File: src/rtl/slx_pkg.sv
`default_nettype none

package slx_pkg;

  // Default widths of the number value and the character code
  localparam int NUMBER_WIDTH_DEF = 32;
  localparam int CHAR_WIDTH_DEF   = 16;

  // Widest values the internal result word must carry
  localparam int CHAR_MAX   = 32;
  localparam int NUMBER_MAX = 64;
  localparam int LINE_W     = 24;
  localparam int COL_W      = 16;
  localparam int OFF_W      = 32;
  localparam int RES_MAX    = 3;

  localparam logic [LINE_W-1:0] LINE_SAT = {LINE_W{1'b1}};
  localparam logic [COL_W-1:0]  COL_SAT  = {COL_W{1'b1}};

  // Result kinds
  localparam logic RK_TEXT = 1'b0;
  localparam logic RK_END  = 1'b1;

  // Lexer modes
  localparam logic [3:0] M_SKIP    = 4'd0;
  localparam logic [3:0] M_SLASH   = 4'd1;
  localparam logic [3:0] M_COMMENT = 4'd2;
  localparam logic [3:0] M_CSTAR   = 4'd3;
  localparam logic [3:0] M_NAME    = 4'd4;
  localparam logic [3:0] M_NUMBER  = 4'd5;
  localparam logic [3:0] M_MINUS   = 4'd6;
  localparam logic [3:0] M_COLON1  = 4'd7;
  localparam logic [3:0] M_COLON2  = 4'd8;
  localparam logic [3:0] M_BANG    = 4'd9;
  localparam logic [3:0] M_LESS    = 4'd10;
  localparam logic [3:0] M_GREATER = 4'd11;
  localparam logic [3:0] M_HASH    = 4'd12;
  localparam logic [3:0] M_SYMBOL  = 4'd13;
  localparam logic [3:0] M_STRING  = 4'd14;
  localparam logic [3:0] M_ESCAPE  = 4'd15;

  // Token kinds
  localparam logic [5:0] T_NAME    = 6'd0;
  localparam logic [5:0] T_NUMBER  = 6'd1;
  localparam logic [5:0] T_STRING  = 6'd2;
  localparam logic [5:0] T_SYMBOL  = 6'd3;
  localparam logic [5:0] T_SEMI    = 6'd4;
  localparam logic [5:0] T_ARROW   = 6'd5;
  localparam logic [5:0] T_MINUS   = 6'd6;
  localparam logic [5:0] T_ASSIGN  = 6'd7;
  localparam logic [5:0] T_GASSIGN = 6'd8;
  localparam logic [5:0] T_COLON   = 6'd9;
  localparam logic [5:0] T_LPAR    = 6'd10;
  localparam logic [5:0] T_RPAR    = 6'd11;
  localparam logic [5:0] T_LCURLY  = 6'd12;
  localparam logic [5:0] T_RCURLY  = 6'd13;
  localparam logic [5:0] T_LBRACK  = 6'd14;
  localparam logic [5:0] T_RBRACK  = 6'd15;
  localparam logic [5:0] T_COMMA   = 6'd16;
  localparam logic [5:0] T_DOT     = 6'd17;
  localparam logic [5:0] T_EQ      = 6'd18;
  localparam logic [5:0] T_PLUS    = 6'd19;
  localparam logic [5:0] T_AND     = 6'd20;
  localparam logic [5:0] T_OR      = 6'd21;
  localparam logic [5:0] T_MOD     = 6'd22;
  localparam logic [5:0] T_MUL     = 6'd23;
  localparam logic [5:0] T_DIV     = 6'd24;
  localparam logic [5:0] T_NE      = 6'd25;
  localparam logic [5:0] T_NOT     = 6'd26;
  localparam logic [5:0] T_ASMB    = 6'd27;
  localparam logic [5:0] T_LTEQ    = 6'd28;
  localparam logic [5:0] T_LT      = 6'd29;
  localparam logic [5:0] T_ASME    = 6'd30;
  localparam logic [5:0] T_GTEQ    = 6'd31;
  localparam logic [5:0] T_GT      = 6'd32;
  localparam logic [5:0] T_LIST    = 6'd33;
  localparam logic [5:0] T_EOF     = 6'd34;

  // One result word
  typedef struct packed {
    logic                  kind;
    logic [5:0]            tok;
    logic [CHAR_MAX-1:0]   txt;
    logic [NUMBER_MAX-1:0] val;
    logic [LINE_W-1:0]     line;
    logic [COL_W-1:0]      col;
    logic [OFF_W-1:0]      off;
  } res_t;

  // Single-character operator lookup; T_EOF when the character starts nothing
  function automatic logic [5:0] single_op(input logic [CHAR_MAX-1:0] c);
    logic [5:0] t;
    t = T_EOF;
    if (c == CHAR_MAX'(";")) t = T_SEMI;
    if (c == CHAR_MAX'("(")) t = T_LPAR;
    if (c == CHAR_MAX'(")")) t = T_RPAR;
    if (c == CHAR_MAX'("{")) t = T_LCURLY;
    if (c == CHAR_MAX'("}")) t = T_RCURLY;
    if (c == CHAR_MAX'("[")) t = T_LBRACK;
    if (c == CHAR_MAX'("]")) t = T_RBRACK;
    if (c == CHAR_MAX'(",")) t = T_COMMA;
    if (c == CHAR_MAX'(".")) t = T_DOT;
    if (c == CHAR_MAX'("=")) t = T_EQ;
    if (c == CHAR_MAX'("+")) t = T_PLUS;
    if (c == CHAR_MAX'("&")) t = T_AND;
    if (c == CHAR_MAX'("|")) t = T_OR;
    if (c == CHAR_MAX'("%")) t = T_MOD;
    if (c == CHAR_MAX'("*")) t = T_MUL;
    return t;
  endfunction

endpackage

`default_nettype wire

File: src/rtl/slx_step.sv
`default_nettype none

module slx_step import slx_pkg::*; #(
  parameter int NUMBER_WIDTH = NUMBER_WIDTH_DEF,
  parameter int CHAR_WIDTH   = CHAR_WIDTH_DEF
) (
  input  logic                    clk,
  input  logic                    rst,
  input  logic                    take,
  input  logic [CHAR_WIDTH-1:0]   char_code,
  input  logic                    end_of_input,
  output res_t [RES_MAX-1:0]      res,
  output logic [1:0]              res_n
);

  localparam int AW = NUMBER_WIDTH + 4;
  localparam logic [AW-1:0] HALF = AW'(1) << (NUMBER_WIDTH - 1);

  logic [3:0]              mode, mode_next;
  logic [OFF_W-1:0]        off, off_next;
  logic [LINE_W-1:0]       line, line_next;
  logic [COL_W-1:0]        col, col_next;
  logic [OFF_W-1:0]        s_off, s_off_next;
  logic [LINE_W-1:0]       s_line, s_line_next;
  logic [COL_W-1:0]        s_col, s_col_next;
  logic [NUMBER_WIDTH-1:0] acc, acc_next;
  logic                    neg, neg_next;
  logic                    stopped, stopped_next;

  logic [CHAR_MAX-1:0]     c;
  logic                    dig, alpha, alnum;
  logic [NUMBER_WIDTH-1:0] dval, acc_add, nval;
  logic [AW-1:0]           sum, lim;
  logic                    st;
  logic [5:0]              op;

  function automatic res_t mk(input logic k, input logic [5:0] t,
                              input logic [CHAR_MAX-1:0] x,
                              input logic [NUMBER_MAX-1:0] v,
                              input logic [LINE_W-1:0] l, input logic [COL_W-1:0] cc,
                              input logic [OFF_W-1:0] o);
    res_t r;
    r.kind = k; r.tok = t; r.txt = x; r.val = v;
    r.line = l; r.col = cc; r.off = o;
    return r;
  endfunction

  // Classify the character
  assign c     = CHAR_MAX'(char_code);
  assign dig   = (c >= CHAR_MAX'("0")) && (c <= CHAR_MAX'("9"));
  assign alpha = ((c >= CHAR_MAX'("A")) && (c <= CHAR_MAX'("Z"))) ||
                 ((c >= CHAR_MAX'("a")) && (c <= CHAR_MAX'("z")));
  assign alnum = alpha || dig;
  assign dval  = NUMBER_WIDTH'(c[3:0]);
  assign op    = single_op(c);

  // Append a digit with saturation at the signed limit
  assign lim     = neg ? HALF : HALF - AW'(1);
  assign sum     = (AW'(acc) << 3) + (AW'(acc) << 1) + AW'(dval);
  assign acc_add = (sum > lim) ? lim[NUMBER_WIDTH-1:0] : sum[NUMBER_WIDTH-1:0];
  assign nval    = neg ? (NUMBER_WIDTH'(0) - acc) : acc;

  always_comb begin
    mode_next = mode; off_next = off; line_next = line; col_next = col;
    s_off_next = s_off; s_line_next = s_line; s_col_next = s_col;
    acc_next = acc; neg_next = neg; stopped_next = stopped;
    res = '0; res_n = 2'd0; st = 1'b0;
    if (!stopped) begin
      // Continue the pending token or mark a restart
      if (!end_of_input) begin
        unique case (mode)
          M_SLASH: begin
            if (c == CHAR_MAX'("*")) mode_next = M_COMMENT; else st = 1'b1;
          end
          M_COMMENT: begin
            if (c == CHAR_MAX'("*")) mode_next = M_CSTAR;
          end
          M_CSTAR: begin
            if (c == CHAR_MAX'("/")) mode_next = M_SKIP;
            else if (c != CHAR_MAX'("*")) mode_next = M_COMMENT;
          end
          M_NAME: begin
            if (alnum || c == CHAR_MAX'(":") || c == CHAR_MAX'("_")) begin
              res[res_n] = mk(RK_TEXT, T_NAME, c, '0, s_line, s_col, s_off);
              res_n = res_n + 2'd1;
            end else st = 1'b1;
          end
          M_NUMBER: begin
            if (dig) begin
              acc_next = acc_add;
              res[res_n] = mk(RK_TEXT, T_NAME, c, '0, s_line, s_col, s_off);
              res_n = res_n + 2'd1;
            end else st = 1'b1;
          end
          M_MINUS: begin
            if (c == CHAR_MAX'(">")) begin
              res[res_n] = mk(RK_END, T_ARROW, CHAR_MAX'("-"), '0, s_line, s_col, s_off);
              res_n = res_n + 2'd1;
              mode_next = M_SKIP;
            end else if (dig) begin
              acc_next = dval; neg_next = 1'b1;
              res[0] = mk(RK_TEXT, T_NAME, CHAR_MAX'("-"), '0, s_line, s_col, s_off);
              res[1] = mk(RK_TEXT, T_NAME, c, '0, s_line, s_col, s_off);
              res_n = 2'd2;
              mode_next = M_NUMBER;
            end else st = 1'b1;
          end
          M_COLON1: begin
            if (c == CHAR_MAX'("=")) begin
              res[res_n] = mk(RK_END, T_ASSIGN, CHAR_MAX'(":"), '0, s_line, s_col, s_off);
              res_n = res_n + 2'd1;
              mode_next = M_SKIP;
            end else if (c == CHAR_MAX'(":")) mode_next = M_COLON2;
            else st = 1'b1;
          end
          M_COLON2: begin
            if (c == CHAR_MAX'("=")) begin
              res[res_n] = mk(RK_END, T_GASSIGN, CHAR_MAX'(":"), '0, s_line, s_col, s_off);
              res_n = res_n + 2'd1;
              mode_next = M_SKIP;
            end else st = 1'b1;
          end
          M_BANG: begin
            if (c == CHAR_MAX'("=")) begin
              res[res_n] = mk(RK_END, T_NE, CHAR_MAX'("!"), '0, s_line, s_col, s_off);
              res_n = res_n + 2'd1;
              mode_next = M_SKIP;
            end else st = 1'b1;
          end
          M_LESS: begin
            if (c == CHAR_MAX'("<") || c == CHAR_MAX'("=")) begin
              res[res_n] = mk(RK_END, (c == CHAR_MAX'("<")) ? T_ASMB : T_LTEQ,
                              CHAR_MAX'("<"), '0, s_line, s_col, s_off);
              res_n = res_n + 2'd1;
              mode_next = M_SKIP;
            end else st = 1'b1;
          end
          M_GREATER: begin
            if (c == CHAR_MAX'(">") || c == CHAR_MAX'("=")) begin
              res[res_n] = mk(RK_END, (c == CHAR_MAX'(">")) ? T_ASME : T_GTEQ,
                              CHAR_MAX'(">"), '0, s_line, s_col, s_off);
              res_n = res_n + 2'd1;
              mode_next = M_SKIP;
            end else st = 1'b1;
          end
          M_HASH: begin
            if (c == CHAR_MAX'("(")) begin
              res[res_n] = mk(RK_END, T_LIST, CHAR_MAX'("#"), '0, s_line, s_col, s_off);
              res_n = res_n + 2'd1;
              mode_next = M_SKIP;
            end else if (alnum) begin
              res[res_n] = mk(RK_TEXT, T_NAME, c, '0, s_line, s_col, s_off);
              res_n = res_n + 2'd1;
              mode_next = M_SYMBOL;
            end else st = 1'b1;
          end
          M_SYMBOL: begin
            if (alnum) begin
              res[res_n] = mk(RK_TEXT, T_NAME, c, '0, s_line, s_col, s_off);
              res_n = res_n + 2'd1;
            end else st = 1'b1;
          end
          M_STRING: begin
            if (c == CHAR_MAX'("\\")) mode_next = M_ESCAPE;
            else if (c == CHAR_MAX'("'")) begin
              res[res_n] = mk(RK_END, T_STRING, '0, '0, s_line, s_col, s_off);
              res_n = res_n + 2'd1;
              mode_next = M_SKIP;
            end else begin
              res[res_n] = mk(RK_TEXT, T_NAME, c, '0, s_line, s_col, s_off);
              res_n = res_n + 2'd1;
            end
          end
          M_ESCAPE: begin
            res[res_n] = mk(RK_TEXT, T_NAME, c, '0, s_line, s_col, s_off);
            res_n = res_n + 2'd1;
            mode_next = M_STRING;
          end
          default: st = 1'b1;
        endcase
      end

      // End the pending token before a restart or end of input
      if (st || end_of_input) begin
        mode_next = M_SKIP;
        unique case (mode)
          M_SLASH:   begin res[res_n] = mk(RK_END, T_DIV, CHAR_MAX'("/"), '0,
                                           s_line, s_col, s_off); res_n = res_n + 2'd1; end
          M_NAME:    begin res[res_n] = mk(RK_END, T_NAME, '0, '0,
                                           s_line, s_col, s_off); res_n = res_n + 2'd1; end
          M_NUMBER:  begin res[res_n] = mk(RK_END, T_NUMBER, '0, NUMBER_MAX'(nval),
                                           s_line, s_col, s_off); res_n = res_n + 2'd1; end
          M_MINUS:   begin res[res_n] = mk(RK_END, T_MINUS, CHAR_MAX'("-"), '0,
                                           s_line, s_col, s_off); res_n = res_n + 2'd1; end
          M_COLON1:  begin res[res_n] = mk(RK_END, T_COLON, CHAR_MAX'(":"), '0,
                                           s_line, s_col, s_off); res_n = res_n + 2'd1; end
          M_COLON2:  begin res[res_n] = mk(RK_END, T_GASSIGN, CHAR_MAX'(":"), '0,
                                           s_line, s_col, s_off); res_n = res_n + 2'd1; end
          M_BANG:    begin res[res_n] = mk(RK_END, T_NOT, CHAR_MAX'("!"), '0,
                                           s_line, s_col, s_off); res_n = res_n + 2'd1; end
          M_LESS:    begin res[res_n] = mk(RK_END, T_LT, CHAR_MAX'("<"), '0,
                                           s_line, s_col, s_off); res_n = res_n + 2'd1; end
          M_GREATER: begin res[res_n] = mk(RK_END, T_GT, CHAR_MAX'(">"), '0,
                                           s_line, s_col, s_off); res_n = res_n + 2'd1; end
          M_HASH, M_SYMBOL: begin
            res[res_n] = mk(RK_END, T_SYMBOL, '0, '0, s_line, s_col, s_off);
            res_n = res_n + 2'd1;
          end
          M_STRING, M_ESCAPE: begin
            res[res_n] = mk(RK_END, T_STRING, '0, '0, s_line, s_col, s_off);
            res_n = res_n + 2'd1;
          end
          default: ;
        endcase
        // Latch the new token start
        s_off_next = off; s_line_next = line; s_col_next = col;
      end

      if (end_of_input) begin
        res[res_n] = mk(RK_END, T_EOF, '0, '0, line, col, off);
        res_n = res_n + 2'd1;
        stopped_next = 1'b1;
      end else begin
        // Start a new token
        if (st) begin
          if (alpha) begin
            res[res_n] = mk(RK_TEXT, T_NAME, c, '0, line, col, off);
            res_n = res_n + 2'd1;
            mode_next = M_NAME;
          end else if (dig) begin
            acc_next = dval; neg_next = 1'b0;
            res[res_n] = mk(RK_TEXT, T_NAME, c, '0, line, col, off);
            res_n = res_n + 2'd1;
            mode_next = M_NUMBER;
          end else if (c == CHAR_MAX'("/")) mode_next = M_SLASH;
          else if (c == CHAR_MAX'("-")) mode_next = M_MINUS;
          else if (c == CHAR_MAX'(":")) mode_next = M_COLON1;
          else if (c == CHAR_MAX'("!")) mode_next = M_BANG;
          else if (c == CHAR_MAX'("<")) mode_next = M_LESS;
          else if (c == CHAR_MAX'(">")) mode_next = M_GREATER;
          else if (c == CHAR_MAX'("#")) mode_next = M_HASH;
          else if (c == CHAR_MAX'("'")) mode_next = M_STRING;
          else if (c == CHAR_MAX'(" ") || (c >= CHAR_MAX'(9) && c <= CHAR_MAX'(13))) begin
            mode_next = M_SKIP;
          end else begin
            res[res_n] = mk(RK_END, op, (op == T_EOF) ? '0 : c, '0, line, col, off);
            res_n = res_n + 2'd1;
            if (op == T_EOF) stopped_next = 1'b1;
          end
        end
        // Advance the position
        off_next = off + OFF_W'(1);
        if (c == CHAR_MAX'(10)) begin
          if (line != LINE_SAT) line_next = line + LINE_W'(1);
          col_next = COL_W'(1);
        end else if (col != COL_SAT) begin
          col_next = col + COL_W'(1);
        end
      end
    end
  end

  // Hold state between accepted words
  always_ff @(posedge clk) begin
    if (rst) begin
      mode <= M_SKIP; off <= '0; line <= LINE_W'(1); col <= COL_W'(1);
      s_off <= '0; s_line <= LINE_W'(1); s_col <= COL_W'(1);
      acc <= '0; neg <= 1'b0; stopped <= 1'b0;
    end else if (take) begin
      mode <= mode_next; off <= off_next; line <= line_next; col <= col_next;
      s_off <= s_off_next; s_line <= s_line_next; s_col <= s_col_next;
      acc <= acc_next; neg <= neg_next; stopped <= stopped_next;
    end
  end

endmodule

`default_nettype wire

File: src/rtl/slx_outq.sv
`default_nettype none

module slx_outq import slx_pkg::*; (
  input  logic               clk,
  input  logic               rst,
  input  logic               load,
  input  res_t [RES_MAX-1:0] res,
  input  logic [1:0]         res_n,
  input  logic               pop,
  output logic               can_load,
  output logic [1:0]         pending,
  output res_t               head
);

  res_t [RES_MAX-1:0] buffer;
  logic [1:0]         rd;

  // Take a new group when the last held word leaves now or nothing is held
  assign can_load = (pending == 2'd0) || ((pending == 2'd1) && pop);
  assign head     = buffer[rd];

  always_ff @(posedge clk) begin
    if (rst) begin
      pending <= 2'd0;
      rd      <= 2'd0;
    end else if (load) begin
      pending <= res_n;
      rd      <= 2'd0;
    end else if (pop) begin
      pending <= pending - 2'd1;
      rd      <= rd + 2'd1;
    end
  end

  // Hold the payload of the group
  always_ff @(posedge clk) begin
    if (load) buffer <= res;
  end

endmodule

`default_nettype wire

File: src/rtl/script_lexer_unit.sv
// Streaming lexer: one source character per input word.
// Input channel: in_valid/in_ready with char_code and end_of_input.
// Output channel: out_valid/out_ready with one result word per transfer:
// a text character of a name, number, string or symbol, or a token record
// with its kind, value and start position. last marks the final word that
// one input word caused; an input word causes zero to two result words.
// Latency: results of a character appear the cycle after it is accepted.
// Throughput: one character per cycle while each causes at most one word and
// the receiver takes each word; a character causing more words holds off the
// next one while the single result port drains the three-entry result buffer.
// A new character is taken in the same cycle the last buffered word leaves.
// Reset clears position (line 1, column 1, offset 0), mode and stop flag.
// While the receiver stalls, words hold and in_ready drops once a group waits.
// End of input or an unknown character emits an end token and stops the
// block; later characters are accepted and dropped until reset.
`default_nettype none

module script_lexer_unit import slx_pkg::*; #(
  parameter int NUMBER_WIDTH = NUMBER_WIDTH_DEF,
  parameter int CHAR_WIDTH   = CHAR_WIDTH_DEF
) (
  input  logic                           clk,
  input  logic                           rst,
  input  logic                           in_valid,
  output logic                           in_ready,
  input  logic [CHAR_WIDTH-1:0]          char_code,
  input  logic                           end_of_input,
  output logic                           out_valid,
  input  logic                           out_ready,
  output logic                           result_kind,
  output logic [5:0]                     token_kind,
  output logic [CHAR_WIDTH-1:0]          text_char,
  output logic signed [NUMBER_WIDTH-1:0] number_value,
  output logic [LINE_W-1:0]              start_line,
  output logic [COL_W-1:0]               start_column,
  output logic [OFF_W-1:0]               start_offset,
  output logic                           last
);

  res_t [RES_MAX-1:0] res;
  logic [1:0]         res_n, pending;
  logic               accept, pop;
  res_t               head;

  assign accept = in_valid && in_ready;
  assign pop    = out_valid && out_ready;

  slx_step #(.NUMBER_WIDTH(NUMBER_WIDTH), .CHAR_WIDTH(CHAR_WIDTH)) u_step (
    .clk(clk), .rst(rst), .take(accept), .char_code(char_code),
    .end_of_input(end_of_input), .res(res), .res_n(res_n)
  );

  slx_outq u_outq (
    .clk(clk), .rst(rst), .load(accept), .res(res), .res_n(res_n), .pop(pop),
    .can_load(in_ready), .pending(pending), .head(head)
  );

  // Drive the result word
  assign out_valid    = (pending != 2'd0);
  assign last         = (pending == 2'd1);
  assign result_kind  = head.kind;
  assign token_kind   = head.tok;
  assign text_char    = head.txt[CHAR_WIDTH-1:0];
  assign number_value = head.val[NUMBER_WIDTH-1:0];
  assign start_line   = head.line;
  assign start_column = head.col;
  assign start_offset = head.off;

  a_load_count: assert property (@(posedge clk) disable iff (rst)
    accept |=> pending == $past(res_n))
    else $error("result count not loaded");

  a_group_whole: assert property (@(posedge clk) disable iff (rst)
    pop && !last |=> out_valid)
    else $error("result group cut short");

  a_no_overwrite: assert property (@(posedge clk) disable iff (rst)
    out_valid && !pop |-> !in_ready)
    else $error("input taken over waiting results");

endmodule

`default_nettype wire
File: config.mk
export PLATFORM = sky130hd
export DESIGN_NAME = script_lexer_unit
export DESIGN_NICKNAME = d
export VERILOG_FILES = /design/src/rtl/slx_pkg.sv /design/src/rtl/slx_step.sv /design/src/rtl/slx_outq.sv /design/src/rtl/script_lexer_unit.sv
export SDC_FILE = /design/constraint.sdc
export NUM_CORES = 1
export LEC_CHECK = 0
export BUFFER_PORTS_ARGS = -buffer_cell sky130_fd_sc_hd__buf_2
export CAP_MARGIN = 10
export CORE_AREA = 2 2 367 224
export CTS_CLUSTER_SIZE = 12
export DETAILED_ROUTE_END_ITERATION = 10
export DIE_AREA = 0 0 369 226
export PLACE_DENSITY = 0.61
export SYNTH_ARGS = -nofsm -noshare
export SYNTH_HDL_FRONTEND = slang
export SYNTH_SLANG_ARGS = --single-unit
File: constraint.sdc
create_clock -name clk -period 33 [get_ports clk]
set_input_delay 1.65 -clock clk [delete_from_list [all_inputs] [get_ports clk]]
set_output_delay 1.65 -clock clk [all_outputs]
set_load 0.05 [all_outputs]
# Word level (Yosys, flattened, before mapping)
# Index checks and enable logic that the tools add are counted.
[totals] regBits=711 in_bits=21 output_inout_bits=130 wordCells=326
[op_classes] add_sub_neg=10 magnitude_cmp=14 eq_ne=47 mux=186 bitwise=2 reduce_logical=34
[ops] op="$mux 525" n=15
[ops] op="$bwmux 525" n=14
[ops] op="$pmux 525 s11" n=1
[ops] op="$mux 175" n=14
[ops] op="$pmux 175 s12" n=1
[ops] op="$demux 175 s2" n=2
[ops] op="$mux 350" n=2
[ops] op="$mux 152" n=3
[ops] op="$mux 32" n=11
[ops] op="$bmux 175 s2" n=1
[ops] op="$mux 327" n=1
[ops] op="$eq 16x6->1 const B" n=19
[ops] op="$mux 4" n=30
[ops] op="$eq 16x7->1 const B" n=7
[ops] op="$mux 6" n=15
[ops] op="$pmux 32 s2" n=1
[ops] op="$mux 16" n=3
[ops] op="$mux 2" n=24
[ops] op="$mux 1" n=44
[ops] op="$pmux 4 s11" n=1
[ops] op="$add 35x33->36" n=1
[ops] op="$add 36x4->36" n=1
[ops] op="$gt 36x36->1" n=1
[ops] op="$add 32x1->32 const B" n=1
[ops] op="39 further kinds" n=80

# Longest topological paths before layout
[logic_depth] ltp_word=32 mapped_depth=22 ltp_nobuf=21

# By module
# From an unflattened synthesis, not the netlist that was laid out.
[unflattened] hier_cells=3868 area_unflattened_um2=39021.2
[by_module_without_submodules] mod="slx_outq" n_inst=1 cells_per_inst=958 area_per_inst_um2=19683.9 seq_area_each_um2=15845.2
[by_module_without_submodules] mod="slx_step" n_inst=1 cells_per_inst=2906 area_per_inst_um2=19308.5 seq_area_each_um2=3643.5
[by_module_without_submodules] mod="script_lexer_unit" n_inst=1 cells_per_inst=4 area_per_inst_um2=28.8 seq_area_each_um2=0.0

# Worst setup path after synthesis
# OpenSTA, ideal clock, no wires.
[synth_timing] path_kind="input to register" start="input out_ready" end="register u_outq.pending[0]" setup_ns=0.789 arrival_ns=18.497 t_required_ns=32.211 path_slack_ns=13.714 stages=3 n_path_buf=0 path_cell_list="a21oi_1 nor2_1 o211ai_1"
[synth_via] elab_chain_cells=5
[synth_rtl] element="from (decl)" line_no="script_lexer_unit.sv:29" text="input logic out_ready,"
[synth_rtl] element="$logic_and 1x1->1 *" line_no="script_lexer_unit.sv:46" text="assign pop = out_valid && out_ready;"
[synth_rtl] element="$logic_and 1x1->1 *" line_no="slx_outq.sv:19" text="assign can_load = (pending == 2'd0) || ((pending == 2'd1) && pop);"
[synth_rtl] element="$logic_or 1x1->1 *" line_no="slx_outq.sv:19"
[synth_rtl] element="$logic_and 1x1->1 *" line_no="script_lexer_unit.sv:45" text="assign accept = in_valid && in_ready;"
[synth_rtl] element="named net accept" line_no="script_lexer_unit.sv:42" text="logic accept, pop;"
[synth_rtl] element="$mux 2 or $reduce_bool 2->1 (tied branches)"
[synth_rtl] element="to (signal assigned)" line_no="slx_outq.sv:27" text="pending <= res_n;"
[synth_rtl] element="to (signal assigned)" line_no="slx_outq.sv:30" text="pending <= pending - 2'd1;"
[synth_rtl] element="to (decl)" line_no="slx_outq.sv:11" text="output logic [1:0] pending,"
# Mark *: on every way through the listed nets, which the timed path passes. The rest lies on a longest branch.
# A chain may end at the register's enable or synchronous reset.

# Worst setup path after layout
[layout_timing] start="input char_code[15]" end="register u_outq.buffer[437] in the netlist's numbering, data pin"
[layout_via] elab_chain_cells=32
[layout_rtl] element="from (decl)" line_no="script_lexer_unit.sv:26" text="input logic [CHAR_WIDTH-1:0] char_code,"
[layout_rtl] element="$ge 16x7->1 (tied with other cells)" line_no="slx_step.sv:51" text="assign alpha = ((c >= CHAR_MAX'(\"A\")) && (c <= CHAR_MAX'(\"Z\"))) ||"
[layout_rtl] element="$logic_and 1x1->1, on equally long branches" line_no="slx_step.sv:51, slx_step.sv:52"
[layout_rtl] element="$logic_or 1x1->1" line_no="slx_step.sv:51"
[layout_rtl] element="$logic_or 1x1->1" line_no="slx_step.sv:53" text="assign alnum = alpha || dig;"
[layout_rtl] element="$logic_or 1x1->1 (2 in a row)" line_no="slx_step.sv:83" text="if (alnum || c == CHAR_MAX'(\":\") || c == CHAR_MAX'(\"_\")) begin"
[layout_rtl] element="$mux 1" line_no="slx_step.sv:83"
[layout_rtl] element="$pmux 2 s10" line_no="slx_step.sv:71" text="unique case (mode)"
[layout_rtl] element="$mux 2" line_no="slx_step.sv:70" text="if (!end_of_input) begin"
[layout_rtl] element="(+15 left out)"
[layout_rtl] element="$mux 525" line_no="slx_step.sv:238" text="else if (c == CHAR_MAX'(\"!\")) mode_next = M_BANG;"
[layout_rtl] element="$mux 525" line_no="slx_step.sv:237" text="else if (c == CHAR_MAX'(\":\")) mode_next = M_COLON1;"
[layout_rtl] element="$mux 525" line_no="slx_step.sv:236" text="else if (c == CHAR_MAX'(\"-\")) mode_next = M_MINUS;"
[layout_rtl] element="$mux 525" line_no="slx_step.sv:235" text="end else if (c == CHAR_MAX'(\"/\")) mode_next = M_SLASH;"
[layout_rtl] element="$mux 525" line_no="slx_step.sv:230" text="end else if (dig) begin"
[layout_rtl] element="$mux 525" line_no="slx_step.sv:226" text="if (alpha) begin"
[layout_rtl] element="$mux 525" line_no="slx_step.sv:225" text="if (st) begin"
[layout_rtl] element="$mux 525 *" line_no="slx_step.sv:219" text="if (end_of_input) begin"
[layout_rtl] element="to (signal assigned)" line_no="slx_outq.sv:37" text="if (load) buffer <= res;"
[layout_rtl] element="to (decl)" line_no="slx_outq.sv:15" text="res_t [RES_MAX-1:0] buffer;"
# Mark *: on every way between the ends. The rest lies on a longest branch, timed or not. The select of a mux whose other input is x is not followed.

==> impl_metrics.yaml <==
clocking:
  root_buffer: "clkbuf_16"
  cts_sinks: 567
  ctsResizeCount: 0
  cts-buffers-inserted: 59
  clk_path_buf_depth: 3
  clk_pin_slew_ns: 0.06
  post_cts_buffers: 0
  ctsHoldBuffers: 0
  clock_latency_ns: 0.65
  cts_tree: "built"
  cts_htree_levels: 2
critical_path:
  r2r_start: "u_step.acc[0]"
  rr_worst_depth: 20
  crit_path_end_kind: "flop"
  worstPathRequired_ns: 33.37
  r2r-end: "u_step.acc[29]"
  crit_fanout: 36
  startpoint_type: "input port"
  path_class: "in -> reg"
  cp.arrival_ns: 8.12
  rrSetupSlack_ns: 26.60
timing:
  fmax_mhz: 129
  period_needed_ns: 7.75
  fin_setup_tns_ns: 0
  relSlewSlack_pct: 7.61
  finalHoldViolCount: 0
  worst_pin_slew_ns: 1.37
  maxSlewViolCount: 0
  skew_ns: 0.0266
  min_period_over_period_pct: 23.5
  setup_violations: 0
  rsz0062_at_grt: "no"
synth:
  synth_area_sq_um: 31800
  synth.area.top_cells: "edfxtp_1 (36%), dfxtp_1 (12%), nand2_1 (5.1%)"
  synth_cell_type_count: 101
  synth_flop_cell: "edfxtp_1"
  synth_top_area_share_pct: 36.0
  syn_area_per_cell_sq_um: 9.70
  seq_area_frac_synth_pct: 47.7
  synth_edf_count: 381
  synthCells: 3277
  synth_area_leader_cell: "edfxtp_1"
  async_reset_ff_share_pct: 0
  ys_ff_latch: 567
  ys_warn_count: 0
final_layout:
  final_common_cell: "nand2_1"
  final_layout_size_suffix_gt1_share_pct: 10.5
  final_cell_count_no_fill: 4436
  fillCellCount: 7722
  final_nets: 3434
  area_growth_pct: 10.6
  final_cell_mix: "nand2_1 (427), edfxtp_1 (381), nor2_1 (306)"
  stdcell_area_sq_um: 35200
drt:
  routed_wl_mm: 104
  via_per_inst: 5.93
  drc_errors: 0
  drt_iter0_drc: 3315
  first_pass_iters: 6
  post_drt_wl_per_cell_um: 23.4
  via_count: 26300
  drtAntennaViolNets: 0
die:
  core-area_sq_um: 80300
  initial_core_util_pct: 39.6
  die_h_um: 226
  fp.dieW_um: 369
  rows: 81
  io_pins: 151
  die-area_sq_um: 83400
global_routing:
  antenna_found_initial: 2
  grt_start_max_net_pins: 81
  grt_overflow: 0
  grtUsageTotal_pct: 24.2
  grt_pass1_vias: 23700
  grt_pass1_wl_mm: 155
worst_hold_path:
  holdCritStartpoint: "u_step.s_off[17]"
  hold_path.class: "reg -> reg"
  hold_path_end: "u_step.s_off[17]"
  hold_path_depth: 2
pwr:
  power_frac_comb_pct: 36.3
  total_power_mw: 2.53
  powerDensity_nw_per_um2: 72.1
  p_leak_nw: 12.3
  p_sw_share_pct: 42.7
  power.internal_mw: 1.45
  p_clk_share_pct: 25.7
  ir_worst_vdd_mv: 0.0458
  p_sw_mw: 1.08
  p_seq_share_pct: 38.0
run:
  cap_viol_max_count: 0
placement:
  place_area_sq_um: 33300
  place_congestion: 0.968
  dp_hpwl_mm: 68.2
  dp_cells: 4322
  port_buffers: 150
run_status:
  outcome: "complete, no violations"
==> registers in the layout (all words and copies together), names as in the netlist <==
signal	flops
u_step.neg	1
u_step.off	32
u_step.s_off	32
u_step.line	24
u_step.stopped	1
u_step.s_line	24
u_step.mode	4
u_step.s_col	16
u_step.acc	32
u_outq.rd	2
u_outq.pending	2
u_outq.buffer	381
u_step.col	16
==> critical path, stage by stage <==
cell      delay, ns
buf_2          0.12
nor4_2         0.89
nand3_1        0.36
nor2_1         0.64
o221a_2        0.36
and4_1         0.69
nand3_4        0.35
a21o_1         0.29
inv_1          0.10
ha_1           0.46
inv_1          0.27
a21oi_1        0.67
a311oi_4       0.09
nor2b_4        0.16
buf_4          0.32
nand2_1        0.14
buf_4          0.41
nor2_1         0.09
==> final cells by class <==
type	instances	area [sq um]	share of cell area [%]
inverters	46	173	0.491
diodes	3	7.51	0.0213
clock inverters	12	143	0.406
flip-flops and latches	567	15200	43.2
repair buffers	201	1140	3.23
multi-input cells	2429	15500	44.0
clock buffers	99	1710	4.85
well taps	1079	1350	3.84
==> cells by family (layout without fill, tap and decap cells) <==
group,count (synthesis),in the layout,share of synthesized area (%)
simple gates,1102,1102,16.3
compound gates,963,963,20.5
other cells,1,21,0.0118
xor+xnor,106,106,2.92
fa+ha+maj,109,109,4.34
buf+inv,298,358,4.09
flops,567,567,47.7
mux,131,131,4.12
==> metrics by stage <==
step | setup slack, ns | utilization, % | hold WS, ns
after global routing | 24.95 | 43.8 | 0.507
after CTS | 25.45 | 43.8 | 0.488
after floorplan | 13.71 | - | 0.463
after global placement | 25.04 | 41.5 | 0.474
final | 25.25 | 43.8 | 0.489
after detailed placement | 24.77 | 41.5 | 0.479
==> per-layer routing <==
| metal | vias up | part of all wire [%] | wire, um | track usage, % |
|---|---|---|---|---|
| li1 | 12300 | - | - | - |
| met1 | 12800 | 50 | 51500 | 39.2 |
| met2 | 1137 | 39 | 40400 | 31.6 |
| met3 | 117 | 9.6 | 10000 | 5.47 |
| met4 | 2 | 1.9 | 1940 | 5.56 |
| met5 | - | 0.013 | 13 | 0 |
==> synthesized netlist by cell type (all sizes together), types with 72 or more instances <==
master,n
o21ai,265
mux2i,131
clkbuf,180
nor2,311
a22o,179
nand2,428
a21oi,223
edfxtp,381
dfxtp,186
ha,107
buf,72
==> how the worst max path moves through the flow <==
stage,slack (ns),to,cells after the start,start
2_1_floorplan,13.71,u_outq.pending[0],3,out_ready
3_3_place_gp,25.04,u_outq.buffer[428],18,char_code[15]
3_5_place_dp,24.77,u_outq.buffer[437],18,char_code[15]
4_1_cts,25.45,u_outq.buffer[437],18,char_code[15]
5_1_grt,24.95,u_outq.buffer[448],18,char_code[15]
6_report,25.25,u_outq.buffer[437],18,char_code[15]
==> power groups by stage <==
stage,Sequential (mW),Clock (mW),Combinational (mW)
6_report,0.963,0.651,0.921
5_1_grt,0.975,0.691,0.973
4_1_cts,0.963,0.664,0.919
3_5_place_dp,0.978,0,0.917
3_3_place_gp,0.975,0,0.920
2_1_floorplan,1.05,0,0.628
Power figures use the tool's default switching activity.
